<file path="src/hw/rtl/tetf_pkg.sv">
// Shared types and codes for the timed entry table.
// No dependencies.
package tetf_pkg;
	localparam logic [1:0] OP_TICK   = 2'd0;
	localparam logic [1:0] OP_SPAWN  = 2'd1;
	localparam logic [1:0] OP_REMOVE = 2'd2;
	localparam logic [1:0] OP_CLEAR  = 2'd3;

	localparam logic [2:0] KIND_LIVE   = 3'd0;
	localparam logic [2:0] KIND_SPAWN  = 3'd1;
	localparam logic [2:0] KIND_REMOVE = 3'd2;
	localparam logic [2:0] KIND_CLEAR  = 3'd3;
	localparam logic [2:0] KIND_EMPTY  = 3'd4;

	localparam logic [23:0] AGE_MAX = 24'hFFFFFF;

	typedef struct packed {
		logic [31:0] id;
		logic [23:0] age;
		logic [23:0] life;
		logic [15:0] fade;
	} entry_t;
endpackage

</file>
<file path="src/hw/rtl/timed_entry_table_with_fade.sv">
// Timed entry table with fade-out; top level. Uses tetf_pkg and tetf_ram.
// Spawn into a table that is not full, and clear, answer in the cycle after start;
// a full-table spawn and a remove walk the table, entry by entry.
// Tick walks the table entry by entry: read, age, up to nine divider steps, report.
// busy holds off start until the word is done; results are one-cycle strobes.
// arst_n empties the table, next id is 1.
module timed_entry_table_with_fade import tetf_pkg::*; #(
	parameter int TABLE_DEPTH = 32
) (
	input  logic        clk,
	input  logic        arst_n,
	input  logic        start,
	output logic        busy,
	input  logic [1:0]  opcode,
	input  logic [15:0] delta_ms,
	input  logic [23:0] lifetime_ms,
	input  logic [15:0] fade_ms,
	input  logic [31:0] target_id,
	output logic        strobe,
	output logic [2:0]  kind,
	output logic [31:0] entry_id,
	output logic [7:0]  opacity,
	output logic        found,
	output logic        last
);
	localparam int IW = (TABLE_DEPTH > 1) ? $clog2(TABLE_DEPTH) : 1;
	localparam int CW = $clog2(TABLE_DEPTH + 1);
	localparam int EW = $bits(entry_t);

	localparam logic [3:0] ST_IDLE = 4'd0;
	localparam logic [3:0] ST_TRD  = 4'd1;
	localparam logic [3:0] ST_TEV  = 4'd2;
	localparam logic [3:0] ST_TDIV = 4'd3;
	localparam logic [3:0] ST_TEMT = 4'd4;
	localparam logic [3:0] ST_TEND = 4'd5;
	localparam logic [3:0] ST_SRD  = 4'd6;
	localparam logic [3:0] ST_SEV  = 4'd7;
	localparam logic [3:0] ST_MRD  = 4'd8;
	localparam logic [3:0] ST_MEV  = 4'd9;
	localparam logic [3:0] ST_RRD  = 4'd10;
	localparam logic [3:0] ST_REV  = 4'd11;

	logic [3:0]    st_q;
	logic [CW-1:0] cnt_q, r_q, w_q;
	logic [IW-1:0] ev_q;
	logic [23:0]   ev_age_q;
	logic          have_q;
	logic [31:0]   nid_q;
	logic [15:0]   delta_q, fade_q;
	logic [23:0]   life_q;
	logic [31:0]   tgt_q;
	logic [31:0]   rem_q;
	logic [15:0]   dv_q;
	logic [3:0]    k_q;
	logic [7:0]    quo_q;
	logic [31:0]   cur_id_q, pend_id_q;
	logic [7:0]    cur_op_q, pend_op_q;
	logic          pend_v_q;

	logic          ram_we, ram_re;
	logic [IW-1:0] ram_wa, ram_ra;
	entry_t        ram_wd, rd;
	logic [EW-1:0] rd_raw;

	tetf_ram #(.WIDTH(EW), .DEPTH(TABLE_DEPTH), .AW(IW)) u_ram (
		.clk(clk), .we(ram_we), .waddr(ram_wa), .wdata(ram_wd),
		.re(ram_re), .raddr(ram_ra), .rdata(rd_raw)
	);
	assign rd = entry_t'(rd_raw);

	logic          accept, full;
	logic [24:0]   age_sum;
	logic [23:0]   age_new;
	logic          drop;
	logic [23:0]   diff;
	logic [31:0]   num;
	logic [15:0]   rd_f;
	logic [24:0]   rl_sum;
	logic [31:0]   dsh;
	logic          ge;
	logic [31:0]   nid_inc;

	assign accept  = start && !busy;
	assign busy    = (st_q != ST_IDLE);
	assign full    = (cnt_q == CW'(TABLE_DEPTH));
	assign age_sum = {1'b0, rd.age} + {9'd0, delta_q};
	assign age_new = age_sum[24] ? AGE_MAX : age_sum[23:0];
	assign drop    = (rd.life != 24'd0) && (age_new >= rd.life);
	assign diff    = rd.life - age_new;
	assign num     = {diff, 8'd0} - {8'd0, diff};
	assign rd_f    = (rd.fade == 16'd0) ? 16'd1 : rd.fade;
	assign rl_sum  = {1'b0, rd.age} + {9'd0, rd_f};
	assign dsh     = {16'd0, dv_q} << k_q;
	assign ge      = (rem_q >= dsh);
	assign nid_inc = (nid_q + 32'd1 == 32'd0) ? 32'd1 : nid_q + 32'd1;

	always_comb begin
		ram_we = 1'b0;
		ram_wa = w_q[IW-1:0];
		ram_wd = rd;
		ram_re = 1'b0;
		ram_ra = r_q[IW-1:0];
		case (st_q)
			ST_IDLE: begin
				ram_wa    = cnt_q[IW-1:0];
				ram_wd.id = nid_q;
				ram_wd.age = 24'd0;
				ram_wd.life = lifetime_ms;
				ram_wd.fade = fade_ms;
				ram_we = accept && (opcode == OP_SPAWN) && !full;
			end
			ST_TRD, ST_SRD, ST_RRD: ram_re = (r_q != cnt_q);
			ST_MRD: begin
				ram_re = (r_q != cnt_q);
				if (r_q == cnt_q) begin
					ram_we      = 1'b1;
					ram_wd.id   = nid_q;
					ram_wd.age  = 24'd0;
					ram_wd.life = life_q;
					ram_wd.fade = fade_q;
				end
			end
			ST_TEV: begin
				ram_wd.age = age_new;
				ram_we     = !drop;
			end
			ST_MEV: ram_we = 1'b1;
			ST_REV: begin
				ram_wa      = r_q[IW-1:0];
				ram_wd.life = rl_sum[24] ? AGE_MAX : rl_sum[23:0];
				ram_we      = (rd.id == tgt_q);
			end
			default: ram_we = 1'b0;
		endcase
	end

	always_ff @(posedge clk or negedge arst_n) begin
		if (!arst_n) begin
			st_q     <= ST_IDLE;
			cnt_q    <= '0;
			nid_q    <= 32'd1;
			strobe   <= 1'b0;
			pend_v_q <= 1'b0;
			have_q   <= 1'b0;
			r_q      <= '0;
			w_q      <= '0;
		end else begin
			strobe <= 1'b0;
			case (st_q)
				ST_IDLE: begin
					if (accept) begin
						delta_q <= delta_ms;
						life_q  <= lifetime_ms;
						fade_q  <= fade_ms;
						tgt_q   <= target_id;
						r_q     <= '0;
						w_q     <= '0;
						have_q  <= 1'b0;
						pend_v_q <= 1'b0;
						kind     <= KIND_CLEAR;
						entry_id <= 32'd0;
						opacity  <= 8'd0;
						found    <= 1'b0;
						last     <= 1'b1;
						case (opcode)
							OP_TICK:   st_q <= ST_TRD;
							OP_SPAWN: begin
								if (full) begin
									st_q <= ST_SRD;
								end else begin
									cnt_q    <= cnt_q + CW'(1);
									nid_q    <= nid_inc;
									kind     <= KIND_SPAWN;
									entry_id <= nid_q;
									strobe   <= 1'b1;
								end
							end
							OP_REMOVE: st_q <= ST_RRD;
							default: begin
								cnt_q  <= '0;
								strobe <= 1'b1;
							end
						endcase
					end
				end
				ST_TRD: st_q <= (r_q == cnt_q) ? ST_TEND : ST_TEV;
				ST_TEV: begin
					r_q <= r_q + CW'(1);
					if (drop) begin
						st_q <= ST_TRD;
					end else begin
						w_q      <= w_q + CW'(1);
						cur_id_q <= rd.id;
						cur_op_q <= 8'd255;
						rem_q    <= num;
						dv_q     <= rd_f;
						k_q      <= 4'd8;
						quo_q    <= 8'd0;
						st_q     <= (rd.life == 24'd0) ? ST_TEMT : ST_TDIV;
					end
				end
				ST_TDIV: begin
					if (k_q == 4'd8) begin
						if (ge) begin
							st_q <= ST_TEMT;
						end
						k_q <= 4'd7;
					end else begin
						if (ge) begin
							rem_q <= rem_q - dsh;
						end
						quo_q <= {quo_q[6:0], ge};
						k_q   <= k_q - 4'd1;
						if (k_q == 4'd0) begin
							cur_op_q <= {quo_q[6:0], ge};
							st_q     <= ST_TEMT;
						end
					end
				end
				ST_TEMT: begin
					if (pend_v_q) begin
						strobe   <= 1'b1;
						kind     <= KIND_LIVE;
						entry_id <= pend_id_q;
						opacity  <= pend_op_q;
						found    <= 1'b0;
						last     <= 1'b0;
					end
					pend_v_q  <= 1'b1;
					pend_id_q <= cur_id_q;
					pend_op_q <= cur_op_q;
					st_q      <= ST_TRD;
				end
				ST_TEND: begin
					strobe   <= 1'b1;
					kind     <= pend_v_q ? KIND_LIVE : KIND_EMPTY;
					entry_id <= pend_v_q ? pend_id_q : 32'd0;
					opacity  <= pend_v_q ? pend_op_q : 8'd0;
					found    <= 1'b0;
					last     <= 1'b1;
					cnt_q    <= w_q;
					st_q     <= ST_IDLE;
				end
				ST_SRD: begin
					if (r_q == cnt_q) begin
						if (have_q) begin
							r_q  <= CW'(ev_q) + CW'(1);
							w_q  <= CW'(ev_q);
							st_q <= ST_MRD;
						end else begin
							strobe   <= 1'b1;
							kind     <= KIND_SPAWN;
							entry_id <= 32'd0;
							st_q     <= ST_IDLE;
						end
					end else begin
						st_q <= ST_SEV;
					end
				end
				ST_SEV: begin
					if (rd.life != 24'd0 && (!have_q || rd.age > ev_age_q)) begin
						have_q   <= 1'b1;
						ev_q     <= r_q[IW-1:0];
						ev_age_q <= rd.age;
					end
					r_q  <= r_q + CW'(1);
					st_q <= ST_SRD;
				end
				ST_MRD: begin
					if (r_q == cnt_q) begin
						nid_q    <= nid_inc;
						strobe   <= 1'b1;
						kind     <= KIND_SPAWN;
						entry_id <= nid_q;
						st_q     <= ST_IDLE;
					end else begin
						st_q <= ST_MEV;
					end
				end
				ST_MEV: begin
					r_q  <= r_q + CW'(1);
					w_q  <= w_q + CW'(1);
					st_q <= ST_MRD;
				end
				ST_RRD: begin
					if (r_q == cnt_q) begin
						strobe   <= 1'b1;
						kind     <= KIND_REMOVE;
						entry_id <= tgt_q;
						found    <= 1'b0;
						st_q     <= ST_IDLE;
					end else begin
						st_q <= ST_REV;
					end
				end
				ST_REV: begin
					if (rd.id == tgt_q) begin
						strobe   <= 1'b1;
						kind     <= KIND_REMOVE;
						entry_id <= tgt_q;
						found    <= 1'b1;
						st_q     <= ST_IDLE;
					end else begin
						r_q  <= r_q + CW'(1);
						st_q <= ST_RRD;
					end
				end
				default: st_q <= ST_IDLE;
			endcase
		end
	end
endmodule

</file>
<file path="src/hw/rtl/tetf_ram.sv">
// Generic single-write, single-read RAM with registered read.
// No dependencies.
module tetf_ram #(
	parameter int WIDTH = 8,
	parameter int DEPTH = 32,
	parameter int AW = 5
) (
	input  logic             clk,
	input  logic             we,
	input  logic [AW-1:0]    waddr,
	input  logic [WIDTH-1:0] wdata,
	input  logic             re,
	input  logic [AW-1:0]    raddr,
	output logic [WIDTH-1:0] rdata
);
	logic [WIDTH-1:0] mem_q [DEPTH];

	always_ff @(posedge clk) begin
		if (we) begin
			mem_q[waddr] <= wdata;
		end
		if (re) begin
			rdata <= mem_q[raddr];
		end
	end
endmodule

</file>
<file path="config.mk">
export PLATFORM = sky130hd
export DESIGN_NAME = timed_entry_table_with_fade
export DESIGN_NICKNAME = d
export VERILOG_FILES = /design/src/hw/rtl/tetf_pkg.sv /design/src/hw/rtl/timed_entry_table_with_fade.sv /design/src/hw/rtl/tetf_ram.sv
export SDC_FILE = /design/constraint.sdc
export NUM_CORES = 2
export LEC_CHECK = 0
export BUFFER_PORTS_ARGS = -buffer_cell sky130_fd_sc_hd__buf_2
export CORE_MARGIN = 4
export CORE_UTILIZATION = 40
export CTS_CLUSTER_DIAMETER = 50
export DETAILED_ROUTE_END_ITERATION = 7
export PLACE_DENSITY_LB_ADDON = 0.3
export SLEW_MARGIN = 20
export SYNTH_ARGS = -nofsm -noshare
export SYNTH_HDL_FRONTEND = slang
export SYNTH_SLANG_ARGS = --single-unit
</file>
<file path="constraint.sdc">
create_clock -name clk -period 17.3 [get_ports clk]
set_clock_uncertainty 0.15 [all_clocks]
set_input_delay 0.865 -clock clk [delete_from_list [all_inputs] [get_ports clk]]
set_output_delay 0.865 -clock clk [all_outputs]
set_load 0.005 [all_outputs]
</file>
Yosys cells after proc, flatten, opt, wreduce, memory -nomap -nowiden
Memories as Yosys holds them, arrays and structs flattened. A register that Yosys moved wholly into a read port is not among the register bits.
Index checks and enable logic that the tools add are counted.
{ "word_totals": {"regBits": 358, "ramBits": 3072, "out_inout_bits": 47, "mem_count": 1} }
{ "classes": {"addsub": 11, "magnitude_cmp": 3, "n_eq_ne": 40, "shifts": 1, "n_mux": 106, "bitwise": 1, "reduce_logical": 50} }
{ "mem_list": {"columns": ["name", "depth", "width", "rd", "rd_clocked_by_memory_dff", "write_ports", "line", "source"], "rows": [
  ["u_ram.mem_q", 32, 96, 1, 1, 1, "tetf_ram.sv:16", "logic [WIDTH-1:0] mem_q [DEPTH];"]
]} }
{ "ops": {"columns": ["operator", "n"], "rows": [
  ["$mux 32", 18],
  ["$pmux 32 s7", 1],
  ["$pmux 32 s2", 3],
  ["$pmux 24 s3", 2],
  ["$mux 96", 1],
  ["$mux 6", 9],
  ["$add 24x16->25", 2],
  ["$mux 24", 2],
  ["$mux 4", 12],
  ["$mux 8", 6],
  ["$pmux 6 s4", 2],
  ["$pmux 4 s11", 1],
  ["$ne 2x2->1 const B", 17],
  ["$mux 3", 11],
  ["$add 32x1->32 const B", 1],
  ["$eq 32x32->1", 1],
  ["$ge 32x32->1", 1],
  ["$logic_not 32->1", 1],
  ["$pmux 16 s2", 1],
  ["$shl 16x4->32", 1],
  ["$sub 32x24->32", 1],
  ["$sub 32x32->32", 1],
  ["$reduce_and 5->1", 6],
  ["$ge 24x24->1", 1],
  ["54 further kinds", 110]
]} }

Longest topological paths before layout
{ "depth": {"ltp_word": 8, "depth_mapped": 32} }

By module
From an unflattened synthesis, not the netlist that was laid out.
{ "unflattened": {"hier_cells": 8036, "area_unflattened_um2": 143294.9} }
{ "by_module_without_submodules": {"columns": ["mod", "instances", "cells_each", "area_per_inst_um2"], "rows": [
  ["tetf_ram", 1, 5590, 119462.1],
  ["timed_entry_table_with_fade", 1, 2446, 23832.9]
]} }

Worst setup path after synthesis
Ideal clock, no wire load.
{ "synth_path": {"path_type": "flip-flop to flip-flop", "start": "reg u_ram.rdata[41], read port of u_ram.mem_q", "end": "mem u_ram.mem_q[11][0] (netlist bit), enable pin", "arrival_time_ps": 11833, "required_time_ps": 16481, "setup_slack_ps": 4648, "stages_incl_launch_ff": 27, "path_buffers": 2, "period_less_slack_ps": 12652, "path_cell_list": "edfxtp_1 -> ha_1 -> a21o_1 -> a21oi_1 -> o21ai_0 -> a31oi_1 -> o21ai_0 -> a2111oi_0 -> nor3_1 -> a21oi_1 -> nand2b_1 -> xnor2_1 -> nor2_1 -> ha_1 -> clkbuf_1 -> nand2_1 -> nor3_1 -> a21bo_2 -> o21ai_1 -> a221o_1 -> a21oi_1 -> o21bai_1 -> a21oi_1 -> o22ai_1 -> a31oi_2 -> buf_2 -> nor3_1"} }
{ "synth_via": {"elab_chain_len": 8} }
{ "synth_rtl": {"columns": ["item", "line", "source"], "rows": [
  ["start, declared", "tetf_ram.sv:14", "output logic [WIDTH-1:0] rdata"],
  ["$add 24x16->25", "timed_entry_table_with_fade.sv:86", "assign age_sum = {1'b0, rd.age} + {9'd0, delta_q};"],
  ["$mux 24", "timed_entry_table_with_fade.sv:87", "assign age_new = age_sum[24] ? AGE_MAX : age_sum[23:0];"],
  ["$ge 24x24->1", "timed_entry_table_with_fade.sv:88", "assign drop = (rd.life != 24'd0) && (age_new >= rd.life);"],
  ["$logic_and 1x1->1", "timed_entry_table_with_fade.sv:88", null],
  ["$logic_not 1->1", "timed_entry_table_with_fade.sv:125", "ram_we = !drop;"],
  ["$pmux 1 s5", "timed_entry_table_with_fade.sv:103", "case (st_q)"],
  ["$mux 1", "tetf_ram.sv:19", "if (we) begin"],
  ["$mux 1 (implied by the code)", "tetf_ram.sv:20", "mem_q[waddr] <= wdata;"],
  ["end, declared", "tetf_ram.sv:16", null]
]} }
No other way between the ends.

Worst setup path in the final report
{ "layout_path": {"start": "reg u_ram.rdata[41], read port of u_ram.mem_q", "end": "mem u_ram.mem_q[14][7] (netlist bit), enable pin"} }
Same word-level chain as after synthesis.

==> impl_metrics.yaml <==
run:
  cap_violations: 0
timing:
  rsz0062_at_grt: "false"
  setup_tns_ns: 0
  hold_violations: 0
  relSlewSlack: 0.246
  worstMarginPinSlew_ns: 1.13
  fin_crit_sh: 0.549
  finalCriticalPeriod_ns: 9.49
  max_freq_ghz: 0.105
  drv_slew: 0
  whs_ns: 0.0392
  setup_viol: 0
global_routing:
  grt_pass1_vias: 74084
  overflow: 0
  antenna_found_initial: 52
  grt_max_degree: 102
  grt_pass1_wl_mm: 577
  grtUsageTotal: 0.221
critical_path:
  crit_required_ns: 17.65
  startpoint_type: "flip-flop"
  cp_max_fo: 50
  crit_path_max_incr_delay_ns: 0.92
  path_delay_family: "compound AO/OA/AOI/OAI gates"
  cp_data_arrival_time_ns: 9.84
  cp_common_cell: "a21oi_1"
  end_kind: "flip-flop"
  criticalPathCategory: "flip-flop to flip-flop"
  cp_num_buf_inv: 3
  crit_slowest_cell: "buf_4"
synthesis:
  synth_cell_types: 102
  synth_top_area_cell: "edfxtp_1"
  yosysWarningCount: 0
  ys_ff_latch: 3526
  yosysSeqAreaShare: 0.739
  avgSynthCellArea_sq_um: 20.1
  syn_inst: 7125
  synth_nets: 7359
  synth_top_cell_area_share: 0.729
  async_flop_share: 0.0162
  synth-main-ff-cell: "edfxtp_1"
  ys_top_cells_by_area: "edfxtp_1 73%, mux4_2 15%, nand2_1 1.2%"
  synth_edf_count: 3469
  netlist_area_sq_um: 143000
route:
  drc_errors: 0
  wl_per_cell_microns: 32.4
  routed_via_density: 5.93
  first_pass_iters: 8
  vias: 74982
  ant_nets: 0
  dr.first_iter.drc_count: 10403
  finalWirelength_mm: 409
floorplan:
  die_w_microns: 606
  core_area_sq_um: 356000
  die_h_microns: 606
  ios: 140
  start_util: 0.402
  design.die.area_sq_um: 367000
  rows: 219
cts:
  post_cts_buffers: 0
  cts_max_level: 5
  clock_path_buffers: 4
  cts_buffers: 385
  clkLatencyLatePin_ns: 0.97
  clock-sinks: 3526
  root_buffer: "clkbuf_16"
  cts_tree: "yes"
  clk_pin_slew_worst_paths_ns: 0.05
power_and_ir_drop:
  design_power_total_mw: 34.6
  power_density_nw_per_um2: 211
  irDropWorstVdd_uv: 294
  p_leak_nw: 52.2
worst_hold_path:
  hp-class: "input pin to flip-flop"
placed_design:
  portBuffers: 139
  dp_hpwl_mm: 258
  routabilityCongestion: 0.866
  postPlaceCellArea_sq_um: 151000
final_layout:
  final_nets: 7818
  drive_gt1_frac: 0.270
  postLayoutCoreUtil: 0.460
  area_growth_pct: 14.6
  fill_cells: 29641
  final_area_sq_um: 164000
run_status:
  outcome: "complete, no violations"
==> synth_stat cells, types with 64 or more instances <==
master and n:
edfxtp_1 3469, mux4_2 968, nand2_1 464, clkbuf_1 258, a21oi_1 189, nor2_1 174
o21ai_0 168, ha_1 137, inv_1 133, xnor2_1 121, buf_1 100, nor3_1 82
nand3_1 64
==> worst reg2reg max path: stages, from the launching register on <==
cell and delay, ns:
edfxtp_1 0.51, ha_1 0.34, a21o_1 0.16, a21oi_1 0.31
o21ai_0 0.22, a31oi_1 0.47, o21ai_0 0.19, a2111oi_0 0.48
nor3_1 0.16, a21oi_1 0.49, nand2b_1 0.23, xnor2_1 0.17
nor2_1 0.08, ha_1 0.48, nand2_1 0.14, nor3_1 0.35
a21bo_2 0.27, o21ai_1 0.23, a221o_1 0.20, a21oi_1 0.12
o21bai_1 0.22, a21oi_1 0.12, o22ai_1 0.53, a31oi_2 0.16
buf_4 0.25, nor3_2 0.20, buf_4 0.75, buf_4 1.04
==> worst paths after layout <==
check / slack [ns] / to / start / cells past startpoint
hold / removal: 0.04 / life_q[14]$_DFFE_PP_ / lifetime_ms[14] / 1
setup reg to reg: 7.81 / u_ram.mem_q[14][7]$_DFFE_PP_ / u_ram.rdata[41]$_DFFE_PP_ / 27
max in group asynchronous: 15.72 / nid_q[0]$_DFFE_PN1P_ / arst_n / 4
min in group asynchronous: 0.38 / r_q[5]$_DFFE_PN0P_ / arst_n / 3
hold reg to reg: 0.26 / pend_op_q[4]$_DFFE_PP_ / cur_op_q[4]$_SDFFCE_PN1P_ / 0
setup / recovery: 7.81 / u_ram.mem_q[14][7]$_DFFE_PP_ / u_ram.rdata[41]$_DFFE_PP_ / 27
==> power breakdown <==
group          total, mW  internal [mW]  leakage [nW]  switching [mW]
clock network       7.96           4.58          5.98            3.38
registers           12.6           12.2          32.2           0.419
logic               14.0           4.71          14.0            9.30
==> state kept, by name, indices dropped and copies added, names as in the netlist, 24 cells and up <==
signal and cells:
tgt_q 32, entry_id 32, nid_q 32, u_ram.mem_q 3072, life_q 24, u_ram.rdata 96, rem_q 32, cur_id_q 32
ev_age_q 24, pend_id_q 32
==> cells in the final DEF, fill, tap and decap left out, types with 133 or more instances in the layout <==
master / count
buf_2: 139
inv_1: 133
o21ai_0: 145
a21oi_1: 177
ha_1: 137
mux4_2: 968
buf_4: 230
nand2_1: 452
clkbuf_16: 391
edfxtp_1: 3469
nor2_1: 167
==> area by class of cell <==
| cell class | count | area, sq um | area share |
|---|---|---|---|
| inverter | 137 | 522 | 0.00319 |
| multi-input combinational | 3094 | 36100 | 0.220 |
| timing repair buffer | 440 | 3290 | 0.0201 |
| tap | 4751 | 5940 | 0.0363 |
| antenna | 9 | 22.5 | 0.000138 |
| clock buffer | 462 | 10100 | 0.0614 |
| clock inverter | 236 | 2220 | 0.0136 |
| sequential | 3526 | 106000 | 0.645 |
==> stage by stage <==
stage / cells / worst slack (ns)
6_report: 12655 / 7.81
4_1_cts: 12641 / 7.86
3_3_place_gp: 11885 / 7.88
3_5_place_dp: 11887 / 7.95
2_1_floorplan: 7125 / 4.65
5_1_grt: 12650 / 7.29
==> logic make-up (layout without fill, tap and decap cells) <==
| family | Yosys count | count (layout) | share of synthesized area |
|---|---|---|---|
| DFF | 3526 | 3526 | 0.739 |
| muxes | 1039 | 1039 | 0.158 |
| and+or+nand+nor | 1033 | 1033 | 0.0333 |
| AOI/OAI and AO/OA | 707 | 707 | 0.0325 |
| buffers and inverters | 505 | 1275 | 0.0134 |
| xor gates and xnor gates | 173 | 173 | 0.0109 |
| adders and majority gates | 142 | 142 | 0.0126 |
| other | 0 | 9 | 0 |
==> per-layer routing <==
metal,up-vias,track usage,share of wire
met2,3790,0.348,0.47
met4,6,0.0629,0.031
met5,-,0,0.00021
met3,586,0.0330,0.085
li1,30407,-,-
met1,40193,0.321,0.41
==> what timing repair did <==
item,CTS,global route
endpoints found under the hold margin,74,0
hold buffers,56,0
resized for setup,0,0
(Power assumes the default switching activity.)
